--- config.mk ---
export PLATFORM = sky130hd
export DESIGN_NAME = gfr_col_unit
export DESIGN_NICKNAME = d
export VERILOG_FILES = /design/src/rtl/gfr_pkg.sv /design/src/rtl/gfr_col_unit.sv
export SDC_FILE = /design/constraint.sdc
export NUM_CORES = 1
export LEC_CHECK = 0
export BUFFER_PORTS_ARGS = -buffer_cell sky130_fd_sc_hd__buf_2
export CORE_AREA = 2 2 39 41
export DETAILED_ROUTE_END_ITERATION = 8
export DIE_AREA = 0 0 41 43
export GPL_ROUTABILITY_DRIVEN = 0
export PLACE_DENSITY = 0.46
export SETUP_SLACK_MARGIN = 0.3
export SYNTH_ARGS = -nofsm -noshare
export SYNTH_HDL_FRONTEND = slang
export SYNTH_SLANG_ARGS = --single-unit
--- constraint.sdc ---
create_clock -name vclk -period 3.4
set_clock_uncertainty 0.15 [all_clocks]
set_input_delay 0.68 -clock vclk [all_inputs]
set_output_delay 0.68 -clock vclk [all_outputs]
set_load 0.02 [all_outputs]
--- src/rtl/gfr_pkg.sv ---
// ----------------------------------------------------------------------------
// gfr_pkg: shared types, constants and font tables of the glyph renderer
// frame store geometry, operation codes, 5x7 font rom and bit spreading
// ----------------------------------------------------------------------------
package gfr_pkg;

  localparam int DISPLAY_WIDTH = 128;
  localparam int PAGE_COUNT    = 8;
  localparam int STORE_SIZE    = PAGE_COUNT * DISPLAY_WIDTH;
  localparam int ADDR_W        = $clog2(STORE_SIZE);
  // page width holds the lower page of a doubled draw for the range check
  localparam int PG_W          = $clog2(PAGE_COUNT) + 2;
  // signed column width: x_pos plus the draw offset and the width compare
  localparam int XW            = ($clog2(DISPLAY_WIDTH) + 2 > 10) ?
                                 $clog2(DISPLAY_WIDTH) + 2 : 10;

  localparam int FIRST_CODE = 32;
  localparam int LAST_CODE  = 90;
  localparam int LOWER_A    = 97;
  localparam int LOWER_Z    = 122;
  localparam int CASE_SHIFT = 32;

  localparam int SINGLE_LAST = 5;   // 5 glyph columns and one blank
  localparam int DOUBLE_LAST = 23;  // 12 columns on two pages
  localparam int GLYPH_COLS  = 5;
  localparam int DOUBLE_COLS = 10;

  localparam logic [1:0] OP_CLEAR = 2'd0;
  localparam logic [1:0] OP_DRAW  = 2'd1;
  localparam logic [1:0] OP_LINE  = 2'd2;
  localparam logic [1:0] OP_READ  = 2'd3;

  typedef logic [0:4][7:0] glyph_row_t;

  typedef struct packed {
    logic              ok;
    logic [ADDR_W-1:0] addr;
  } col_res_t;

  function automatic logic [5:0] glyph_index(input logic [7:0] code);
    logic [7:0] c;
    c = code;
    if (c >= 8'(LOWER_A) && c <= 8'(LOWER_Z)) begin
      c = c - 8'(CASE_SHIFT);
    end
    if (c < 8'(FIRST_CODE) || c > 8'(LAST_CODE)) begin
      c = 8'(FIRST_CODE);
    end
    return 6'(c - 8'(FIRST_CODE));
  endfunction

  function automatic glyph_row_t glyph_row(input logic [5:0] g);
    glyph_row_t r;
    case (g)
      6'd0:  r = 40'h0000000000;
      6'd1:  r = 40'h00005F0000;
      6'd2:  r = 40'h0007000700;
      6'd3:  r = 40'h147F147F14;
      6'd4:  r = 40'h242A7F2A12;
      6'd5:  r = 40'h2313086462;
      6'd6:  r = 40'h3649552250;
      6'd7:  r = 40'h0005030000;
      6'd8:  r = 40'h001C224100;
      6'd9:  r = 40'h0041221C00;
      6'd10: r = 40'h14083E0814;
      6'd11: r = 40'h08083E0808;
      6'd12: r = 40'h0050300000;
      6'd13: r = 40'h0808080808;
      6'd14: r = 40'h0060600000;
      6'd15: r = 40'h2010080402;
      6'd16: r = 40'h3E5149453E;
      6'd17: r = 40'h00427F4000;
      6'd18: r = 40'h4261514946;
      6'd19: r = 40'h2141454B31;
      6'd20: r = 40'h1814127F10;
      6'd21: r = 40'h2745454539;
      6'd22: r = 40'h3C4A494930;
      6'd23: r = 40'h0171090503;
      6'd24: r = 40'h3649494936;
      6'd25: r = 40'h064949291E;
      6'd26: r = 40'h0036360000;
      6'd27: r = 40'h0056360000;
      6'd28: r = 40'h0814224100;
      6'd29: r = 40'h1414141414;
      6'd30: r = 40'h0041221408;
      6'd31: r = 40'h0201510906;
      6'd32: r = 40'h324979413E;
      6'd33: r = 40'h7E1111117E;
      6'd34: r = 40'h7F49494936;
      6'd35: r = 40'h3E41414122;
      6'd36: r = 40'h7F4141221C;
      6'd37: r = 40'h7F49494941;
      6'd38: r = 40'h7F09090901;
      6'd39: r = 40'h3E4149497A;
      6'd40: r = 40'h7F0808087F;
      6'd41: r = 40'h00417F4100;
      6'd42: r = 40'h2040413F01;
      6'd43: r = 40'h7F08142241;
      6'd44: r = 40'h7F40404040;
      6'd45: r = 40'h7F020C027F;
      6'd46: r = 40'h7F0408107F;
      6'd47: r = 40'h3E4141413E;
      6'd48: r = 40'h7F09090906;
      6'd49: r = 40'h3E4151215E;
      6'd50: r = 40'h7F09192946;
      6'd51: r = 40'h4649494931;
      6'd52: r = 40'h01017F0101;
      6'd53: r = 40'h3F4040403F;
      6'd54: r = 40'h1F2040201F;
      6'd55: r = 40'h3F4038403F;
      6'd56: r = 40'h6314081463;
      6'd57: r = 40'h0708700807;
      6'd58: r = 40'h6151494543;
      default: r = '0;
    endcase
    return r;
  endfunction

  function automatic logic [15:0] spread_bits(input logic [7:0] b);
    logic [15:0] r;
    r = '0;
    for (int i = 0; i < 8; i++) begin
      r[2*i +: 2] = {2{b[i]}};
    end
    return r;
  endfunction

endpackage

--- src/rtl/gfr_col_unit.sv ---
// ----------------------------------------------------------------------------
// gfr_col_unit: shared column address unit
// clips a page and signed column to the store and forms the byte address
// ----------------------------------------------------------------------------
module gfr_col_unit (
  input  logic                         [gfr_pkg::PG_W-1:0] page_i,
  input  logic signed                  [gfr_pkg::XW-1:0]   col_i,
  output gfr_pkg::col_res_t                                res_o
);

  logic page_ok;
  logic col_ok;

  assign page_ok = page_i < gfr_pkg::PG_W'(gfr_pkg::PAGE_COUNT);
  // sign bit clear first, then an unsigned compare against the width
  assign col_ok  = !col_i[gfr_pkg::XW-1] &&
                   ($unsigned(col_i) < gfr_pkg::XW'(gfr_pkg::DISPLAY_WIDTH));

  assign res_o.ok   = page_ok && col_ok;
  assign res_o.addr = gfr_pkg::ADDR_W'(page_i) *
                      gfr_pkg::ADDR_W'(gfr_pkg::DISPLAY_WIDTH) +
                      gfr_pkg::ADDR_W'($unsigned(col_i));

endmodule

==> tab_implementation.tex, run 1 <==
\begin{tabular}{lr}
\hline
Metric & Value \\
\hline
\multicolumn{2}{l}{\textbf{GRT}} \\
Aggregate global routing overflow & 0 \\
Maximum number of pins on one net before global-route repair & 3 \\
Wire length of the first global-routing pass & 324 um \\
Antenna violations before repair & 0 \\
All-Layer GR Usage & 0.0240 \\
Number of global-route vias before repair & 93 \\
\multicolumn{2}{l}{\textbf{Yosys}} \\
Largest family of logic cells by synthesized area & buffers and inverters \\
Multiplexer fraction of the synthesized cell area & 0 \\
Xor and xnor area share after synthesis & 0.136 \\
Post-synthesis cell type count & 8 \\
Synthesized-area fraction occupied by ao, oa, aoi and oai cells & 0 \\
Synthesized Nets & 34 \\
Mapped cell area & 129 um2 \\
Synthesized area divided by synthesized cell count & 7.58 um2 \\
Post-Synth Adder-Cell Area & 0.252 \\
Count of mapped cells out of synthesis & 17 \\
Yosys warning count & 0 \\
Post-synthesis simple-gate area fraction & 0.0874 \\
Register area share after synthesis & 0 \\
\multicolumn{2}{l}{\textbf{Routing}} \\
Post-detailed-route wirelength per cell & 5.55 um \\
Remaining design rule violation count & 0 \\
Via count & 107 \\
Number of detailed-routing iterations run before antenna repair & 1 \\
Via-per-instance ratio & 2.82 \\
Total detailed-routing wirelength & 211 um \\
Number of violations reported at the end of detailed-routing iteration 0 & 0 \\
ANT nets after route & 0 \\
\multicolumn{2}{l}{\textbf{Clock network}} \\
Hold bufs inserted after CTS & 0 \\
Post CTS Setup Buffer Count & 0 \\
Total of cells resized after clock tree synthesis & 0 \\
\multicolumn{2}{l}{\textbf{Floorplanning}} \\
Area of the placeable core & 1380 um2 \\
Std-Cell Rows & 14 \\
Effective utilization at floorplan & 0.0931 \\
Die Footprint & 1760 um2 \\
Die X-Extent & 41 um \\
DIE HEIGHT & 43 um \\
Boundary pin count & 26 \\
\multicolumn{2}{l}{\textbf{Place}} \\
Placement Setup Slack & 0.933 ns \\
Number of buffer cells added on primary ports & 12 \\
Cell count after placement & 38 \\
\multicolumn{2}{l}{\textbf{STA}} \\
Max Fclk & 407 MHz \\
Setup repair after global routing missed its margin & no \\
Number of failing hold endpoints at the final stage & 0 \\
Setup Viol. Count Final & 0 \\
Transition time at the pin with the least slew margin & 0.167 ns \\
Tcrit/Tclk final & 0.724 \\
Worst setup slack after layout & 0.940 ns \\
Max-slew violation count & 0 \\
Total negative setup slack & 0 ns \\
Max-Slew Margin vs Limit & 0.888 \\
Min Clock Period, post-route & 2.46 ns \\
\multicolumn{2}{l}{\textbf{Layout}} \\
Leading cell type in the layout, fill and taps excluded & buf\_2 \\
Number of nets in the final layout & 41 \\
Clock buffer count & 0 \\
Post-synthesis to final-layout area growth & 21.4\% \\
Layout cells sized above 1 & 0.545 \\
Footprint of the flip-flops and latches & 0 um2 \\
Number of sequential cells in the layout & 0 \\
Util after Layout & 0.113 \\
Antenna diode instance count & 0 \\
Final std cells w/o fill & 38 \\
Commonest non-fill, non-tap cells in the layout & buf\_2, inv\_1 \\
\multicolumn{2}{l}{\textbf{Worst setup path}} \\
Worst setup path class & input port to output port \\
Worst setup path startpoint & col\_i[7] \\
Arrival time at the worst endpoint & 1.63 ns \\
Capturing element type of the critical path & output port \\
Sort of element at the start of the critical path & input port \\
WP data required & 2.57 ns \\
Critical path peak fanout & 2 \\
\multicolumn{2}{l}{\textbf{Hold path}} \\
Worst Hold Endpoint & res\_o[1] \\
Startpoint of the most critical hold path & col\_i[1] \\
Worst min-delay path category & input port to output port \\
Number of cells on the worst hold path & 0 \\
\multicolumn{2}{l}{\textbf{Power and ir drop}} \\
Maximum resistive drop on vdd & 39.9 uV \\
Pleak & 0.0000915 uW \\
Power per cell area & 157 nW/um2 \\
\multicolumn{2}{l}{\textbf{Flow run}} \\
Number of maximum-capacitance violations & 0 \\
\multicolumn{2}{l}{\textbf{Outcome}} \\
Run status & finished, final reports clean \\
\hline
\end{tabular}
-- power by group --
group | leakage (uW) | switching (uW) | internal, uW
Clock | 0 | 0 | 0
Combinational | 0.0000915 | 14.0 | 10.5
Sequential | 0 | 0 | 0
Total | 0.0000915 | 14.0 | 10.5
-- stage by stage --
step / area [um2] / hold WS, ns / total power (uW)
6_report: 156 / 1.21 / 24.5
5_1_grt: 156 / 1.21 / 27.3
2_1_floorplan: 129 / 1.29 / 26.9
3_5_place_dp: 156 / 1.21 / 25.1
4_1_cts: 156 / 1.21 / 25.2
3_3_place_gp: 156 / 1.21 / 25.2
-- logic make-up after synthesis --
family | Yosys count
fa+ha+maj | 2
buf+inv | 11
simple gates | 2
xor+xnor | 2
-- cell usage after synthesis (all sizes together) --
cell type | number | area share
buf | 7 | 0.41
fa | 1 | 0.16
ha | 1 | 0.097
inv | 4 | 0.12
nor2 | 1 | 0.029
or4 | 1 | 0.058
xnor2 | 1 | 0.068
xor2 | 1 | 0.068
-- worst max-delay path, cell delays in order --
cell	delay, ns
buf_2	0.08
ha_1	0.12
inv_1	0.05
fa_1	0.37
xnor2_1	0.15
buf_2	0.18
-- worst max-delay path by stage --
stage	slack, ns	end
after floorplan	0.96	res_o[9]
after global placement	0.92	res_o[9]
after detailed placement	0.93	res_o[9]
after CTS	0.93	res_o[9]
after global routing	0.88	res_o[8]
final	0.94	res_o[9]
-- area by class of cell --
type               instances  area, um2
fillers                  156       1230
well taps                 16       20.0
multi-input cells          6       61.3
inverters                  4       15.0
repair buffers            12       60.1
-- metal layers --
| layer | wire length [um] | GRT usage | up-vias | share of wire |
|---|---|---|---|---|
| met4 | 0 | 0 | 0 | 0 |
| met2 | 94 | 0.0375 | 8 | 0.45 |
| met1 | 72 | 0.0317 | 45 | 0.34 |
| met5 | 0 | 0 | - | 0 |
| li1 | - | - | 54 | - |
| met3 | 44 | 0.0105 | 0 | 0.21 |
No activity file was read; power rests on OpenSTA's default activity.
==> inputs of run 2 (changes only) <==
Clock period 3.4 ns to 2.4 ns, I/O delays scaled along.
==> run 2 against run 1 <==
Die area is the same. Routed wire length did not move. Final area increased by 3.2%. Final cell count stayed put. Via count is 0.93% lower. Flip-flop and latch count is the same. Combinational power up 56%. Sequential share of layout area stayed put. Count of clock-buffer cells in the layout is the same. Total power is 56% higher. Largest power group unchanged. Highest routed layer unchanged.
==> tab_implementation.tex, run 2 (synthesized netlist as in run 1, its figures left out) <==
\begin{tabular}{lr}
\hline
Metric & Value \\
\hline
\multicolumn{2}{l}{\textbf{Outcome}} \\
Run status & finished, final reports clean \\
\multicolumn{2}{l}{\textbf{Power and ir drop}} \\
Pleak & 0.0000933 uW \\
Power per cell area & 236 nW/um2 \\
Maximum resistive drop on vdd & 61.2 uV \\
\multicolumn{2}{l}{\textbf{Routing}} \\
Post-detailed-route wirelength per cell & 5.55 um \\
Number of violations reported at the end of detailed-routing iteration 0 & 0 \\
Number of detailed-routing iterations run before antenna repair & 1 \\
Via count & 106 \\
Total detailed-routing wirelength & 211 um \\
Remaining design rule violation count & 0 \\
Via-per-instance ratio & 2.79 \\
ANT nets after route & 0 \\
\multicolumn{2}{l}{\textbf{Place}} \\
Number of buffer cells added on primary ports & 12 \\
Cell area after placement & 156 um2 \\
\multicolumn{2}{l}{\textbf{Floorplanning}} \\
Area of the placeable core & 1380 um2 \\
Die Footprint & 1760 um2 \\
Std-Cell Rows & 14 \\
Effective utilization at floorplan & 0.0931 \\
Die X-Extent & 41 um \\
Boundary pin count & 26 \\
DIE HEIGHT & 43 um \\
\multicolumn{2}{l}{\textbf{STA}} \\
Max-slew violation count & 0 \\
Min Clock Period, post-route & 2.04 ns \\
Tcrit/Tclk final & 0.848 \\
Setup Viol. Count Final & 0 \\
Max-Slew Margin vs Limit & 0.887 \\
Max Fclk & 491 MHz \\
Number of failing hold endpoints at the final stage & 0 \\
Transition time at the pin with the least slew margin & 0.169 ns \\
Total negative setup slack & 0 ns \\
Setup repair after global routing missed its margin & no \\
\multicolumn{2}{l}{\textbf{Worst setup path}} \\
Sort of element at the start of the critical path & input port \\
Capturing element type of the critical path & output port \\
Arrival time at the worst endpoint & 1.41 ns \\
Worst setup path class & input port to output port \\
Critical path peak fanout & 1 \\
WP data required & 1.77 ns \\
\multicolumn{2}{l}{\textbf{Layout}} \\
Final std cell area, no fill & 161 um2 \\
Clock buffer count & 0 \\
Footprint of the flip-flops and latches & 0 um2 \\
Fill cell instance count of the final layout & 158 \\
Number of sequential cells in the layout & 0 \\
Commonest non-fill, non-tap cells in the layout & buf\_2, inv\_1, buf\_4 \\
Antenna diode instance count & 0 \\
Number of nets in the final layout & 41 \\
Layout cells sized above 1 & 0.545 \\
Post-synthesis to final-layout area growth & 25.2\% \\
Leading cell type in the layout, fill and taps excluded & buf\_2 \\
\multicolumn{2}{l}{\textbf{Clock network}} \\
Post CTS Setup Buffer Count & 0 \\
\multicolumn{2}{l}{\textbf{GRT}} \\
Wire length of the first global-routing pass & 324 um \\
Number of global-route vias before repair & 93 \\
Antenna violations before repair & 0 \\
All-Layer GR Usage & 0.0240 \\
Maximum number of pins on one net before global-route repair & 3 \\
Aggregate global routing overflow & 0 \\
\multicolumn{2}{l}{\textbf{Hold path}} \\
Worst min-delay path category & input port to output port \\
\multicolumn{2}{l}{\textbf{Flow run}} \\
Number of maximum-capacitance violations & 0 \\
\hline
\end{tabular}
## run 2: changes by cell type in the layout (fill, tap and decap cells not counted)
cell,before,now
buf_2,12,10
buf_4,0,2
## run 2: worst paths after layout
kind | start | endpoint | cells after the start
worst min-delay path | col_i[1] | res_o[1] | 0
worst max-delay path | page_i[0] | res_o[8] | 6
## run 2: power breakdown
group          internal (uW)  switching, uW  total, uW
Combinational           18.0           20.2       38.2
Clock                      0              0          0
Sequential                 0              0          0
## run 2: per-layer routing
layer / share of wire / wire (um) / global-route usage / vias to the layer above
met5: 0 / 0 / 0 / -
met4: 0 / 0 / 0 / 0
met3: 0.21 / 44 / 0.0105 / 0
met2: 0.45 / 96 / 0.0375 / 8
met1: 0.33 / 70 / 0.0317 / 44
li1: - / - / - / 54
## run 2: repair_timing
item / in CTS / in global routing
hold endpoints to repair: 0 / 0
gates resized for setup: 0 / 2
endpoints found under the setup margin: 0 / 2
hold buffers: 0 / 0
## run 2: per-stage QoR
stage	hold slack [ns]	utilization	power, uW	setup WS, ns	instances
after floorplan	0.890	-	38.1	0.355	17
after CTS	0.810	0.113	35.6	0.333	38
final	0.810	0.117	38.2	0.364	38
after global placement	0.810	0.113	35.8	0.319	38
after detailed placement	0.810	0.113	35.6	0.333	38
after global routing	0.810	0.117	42.6	0.301	38
## run 2: critical path: stages
cell and delay (ns):
buf_2 0.10, ha_1 0.18, inv_1 0.06, fa_1 0.40
inv_1 0.06, buf_4 0.13
## run 2: cell type report
cell class	instances	area [um2]	area share
Timing Repair Buffer	12	65.1	0.403
Tap cell	16	20.0	0.124
Inverter	4	15.0	0.0930
Multi-Input combinational cell	6	61.3	0.380
==> inputs of run 3 (changes only) <==
Settings changed: ABC_AREA set to 1, PLACE_DENSITY 0.46 to 0.49.
Clock period 2.4 ns to 1.7 ns, I/O delays scaled along.
==> run 3 against run 2 <==
The flow now finishes with violations (negative setup slack). Count of clock-buffer cells in the layout stayed put. Setup slack got worse by 0.38 ns. Highest routed layer unchanged. Via count is 45% higher. Synthesized area increased by 22%. First-iteration DRC count is the same. Hold slack got worse by 0.28 ns. Die area did not move. Flip-flop and latch count unchanged. Final cell count grew 26%. Final area up 53%.
==> tab_implementation.tex, run 3 <==
\begin{tabular}{lr}
\hline
Metric & Value \\
\hline
\multicolumn{2}{l}{\textbf{Routing}} \\
Remaining design rule violation count & 0 \\
Via-per-instance ratio & 3.21 \\
Total detailed-routing wirelength & 295 um \\
Via count & 154 \\
Number of detailed-routing iterations run before antenna repair & 1 \\
Number of violations reported at the end of detailed-routing iteration 0 & 0 \\
ANT nets after route & 0 \\
Post-detailed-route wirelength per cell & 6.15 um \\
\multicolumn{2}{l}{\textbf{Floorplanning}} \\
Area of the placeable core & 1380 um2 \\
Std-Cell Rows & 14 \\
Die Footprint & 1760 um2 \\
Die X-Extent & 41 um \\
Effective utilization at floorplan & 0.114 \\
Boundary pin count & 26 \\
DIE HEIGHT & 43 um \\
\multicolumn{2}{l}{\textbf{Clock network}} \\
Post CTS Setup Buffer Count & 0 \\
Hold bufs inserted after CTS & 0 \\
\multicolumn{2}{l}{\textbf{STA}} \\
Transition time at the pin with the least slew margin & 0.0949 ns \\
Worst setup slack after layout & -0.0204 ns \\
Min Clock Period, post-route & 1.72 ns \\
Tcrit/Tclk final & 1.01 \\
Setup Viol. Count Final & 1 \\
Max-slew violation count & 0 \\
Max Fclk & 581 MHz \\
Number of failing hold endpoints at the final stage & 0 \\
Setup repair after global routing missed its margin & yes \\
Max-Slew Margin vs Limit & 0.937 \\
\multicolumn{2}{l}{\textbf{Worst setup path}} \\
Critical path peak fanout & 1 \\
Max stage delay cell, worst path & fa\_2 \\
WP data required & 1.21 ns \\
Crit path cell chain & buf\_6, ha\_4, inv\_2, fa\_2, inv\_2, buf\_6 \\
Capturing element type of the critical path & output port \\
Biggest cell delay along the critical path & 0.52 ns \\
Sort of element at the start of the critical path & input port \\
Worst setup path class & input port to output port \\
Number of buffers and inverters on the critical path & 4 \\
Arrival time at the worst endpoint & 1.23 ns \\
Family of cells with the greatest summed delay on the critical path & adder cells \\
\multicolumn{2}{l}{\textbf{Power and ir drop}} \\
Pleak & 0.000133 uW \\
Maximum resistive drop on vdd & 43.3 uV \\
Power per cell area & 296 nW/um2 \\
\multicolumn{2}{l}{\textbf{Yosys}} \\
Library cell occupying the most area in the post-synthesis netlist & buf\_4 \\
Yosys warning count & 0 \\
Mapped cell area & 158 um2 \\
Synthesized area divided by synthesized cell count & 5.84 um2 \\
Leading cell types by count after synthesis & buf\_4, inv\_1, nand2\_1, nand3\_1, nor2\_1 \\
Register area share after synthesis & 0 \\
Cells taking the most area after synthesis & buf\_4, inv\_1, nand2\_1, fa\_1, ha\_1 \\
Synthesized Nets & 44 \\
Count of mapped cells out of synthesis & 27 \\
Fraction of synthesized cell area taken by the top area cell type & 0.333 \\
Post-synthesis cell type count & 8 \\
\multicolumn{2}{l}{\textbf{Layout}} \\
Footprint of the flip-flops and latches & 0 um2 \\
Post-synthesis to final-layout area growth & 56.3\% \\
Antenna diode instance count & 0 \\
Number of nets in the final layout & 51 \\
Layout cells sized above 1 & 0.625 \\
Final std cell area, no fill & 246 um2 \\
Leading cell type in the layout, fill and taps excluded & buf\_2 \\
Commonest non-fill, non-tap cells in the layout & buf\_2, nand2\_1, buf\_6 \\
Number of sequential cells in the layout & 0 \\
Clock buffer count & 0 \\
\multicolumn{2}{l}{\textbf{Outcome}} \\
Run status & finished with violations \\
Violations in the final reports & negative setup slack \\
\multicolumn{2}{l}{\textbf{GRT}} \\
Number of global-route vias before repair & 125 \\
Wire length of the first global-routing pass & 365 um \\
Maximum number of pins on one net before global-route repair & 4 \\
Antenna violations before repair & 0 \\
Aggregate global routing overflow & 0 \\
All-Layer GR Usage & 0.0270 \\
\multicolumn{2}{l}{\textbf{Place}} \\
Placement Setup Slack & -0.0938 ns \\
Sum of net half-perimeters after detailed placement & 261 um \\
Number of buffer cells added on primary ports & 12 \\
Cell area after placement & 203 um2 \\
\multicolumn{2}{l}{\textbf{Flow run}} \\
Number of maximum-capacitance violations & 0 \\
\multicolumn{2}{l}{\textbf{Hold path}} \\
Worst min-delay path category & input port to output port \\
\hline
\end{tabular}
==> run 3: cell types whose count changed in the layout (fill, tap and decap cells not counted), moves of 2 or more <==
cell	change
buf_6	+5
nand3_2	+2
inv_2	+3
buf_2	-4
nand2_1	+5
==> run 3: cell families (layout without fill, tap and decap cells) <==
kind of cell  count (synthesis)  count (layout)  synth area share
buf+inv                      14              19             0.500
simple gates                 11              11             0.294
fa+ha+maj                     2               2             0.206
==> run 3: cell type report <==
cell class                 instances  area [um2]
multi-input combinational         13         106
fill                             168        1140
timing repair buffer              12        93.8
inverter                           7        26.3
tap                               16        20.0
==> run 3: what timing repair did <==
action                     4_1_cts  5_1_grt
gates cloned                     0        0
pin swaps                        2        1
setup endpoints to repair        3        3
gates resized for setup          9        2
==> run 3: metal layers <==
metal | vias up | routed length, um | track usage
met5 | - | 0 | 0
met4 | 0 | 0 | 0
met3 | 0 | 37 | 0.00524
met2 | 6 | 167 | 0.0656
met1 | 68 | 90 | 0.0158
li1 | 80 | - | -
==> run 3: worst paths after layout <==
kind                  depth (start not counted)      start        to
worst min-delay path                          0   col_i[2]  res_o[2]
worst max-delay path                          6  page_i[0]  res_o[8]
==> run 3: where the power goes <==
| part | internal [uW] | total, uW | switching (uW) |
|---|---|---|---|
| Sequential | 0 | 0 | 0 |
| Combinational | 37.2 | 73.0 | 35.8 |
| Clock | 0 | 0 | 0 |
| Total | 37.2 | 73.0 | 35.8 |
==> run 3: metrics by stage <==
step	hold WS [ns]	setup TNS [ns]	utilization	power (uW)	std cells
5_1_grt	0.530	-0.0808	0.178	81.0	48
3_5_place_dp	0.530	-0.183	0.146	56.6	48
4_1_cts	0.530	-0.0218	0.172	72.4	48
6_report	0.530	-0.0204	0.178	73.0	48
3_3_place_gp	0.530	-0.173	0.146	56.1	48
2_1_floorplan	0.643	0	-	61.7	27
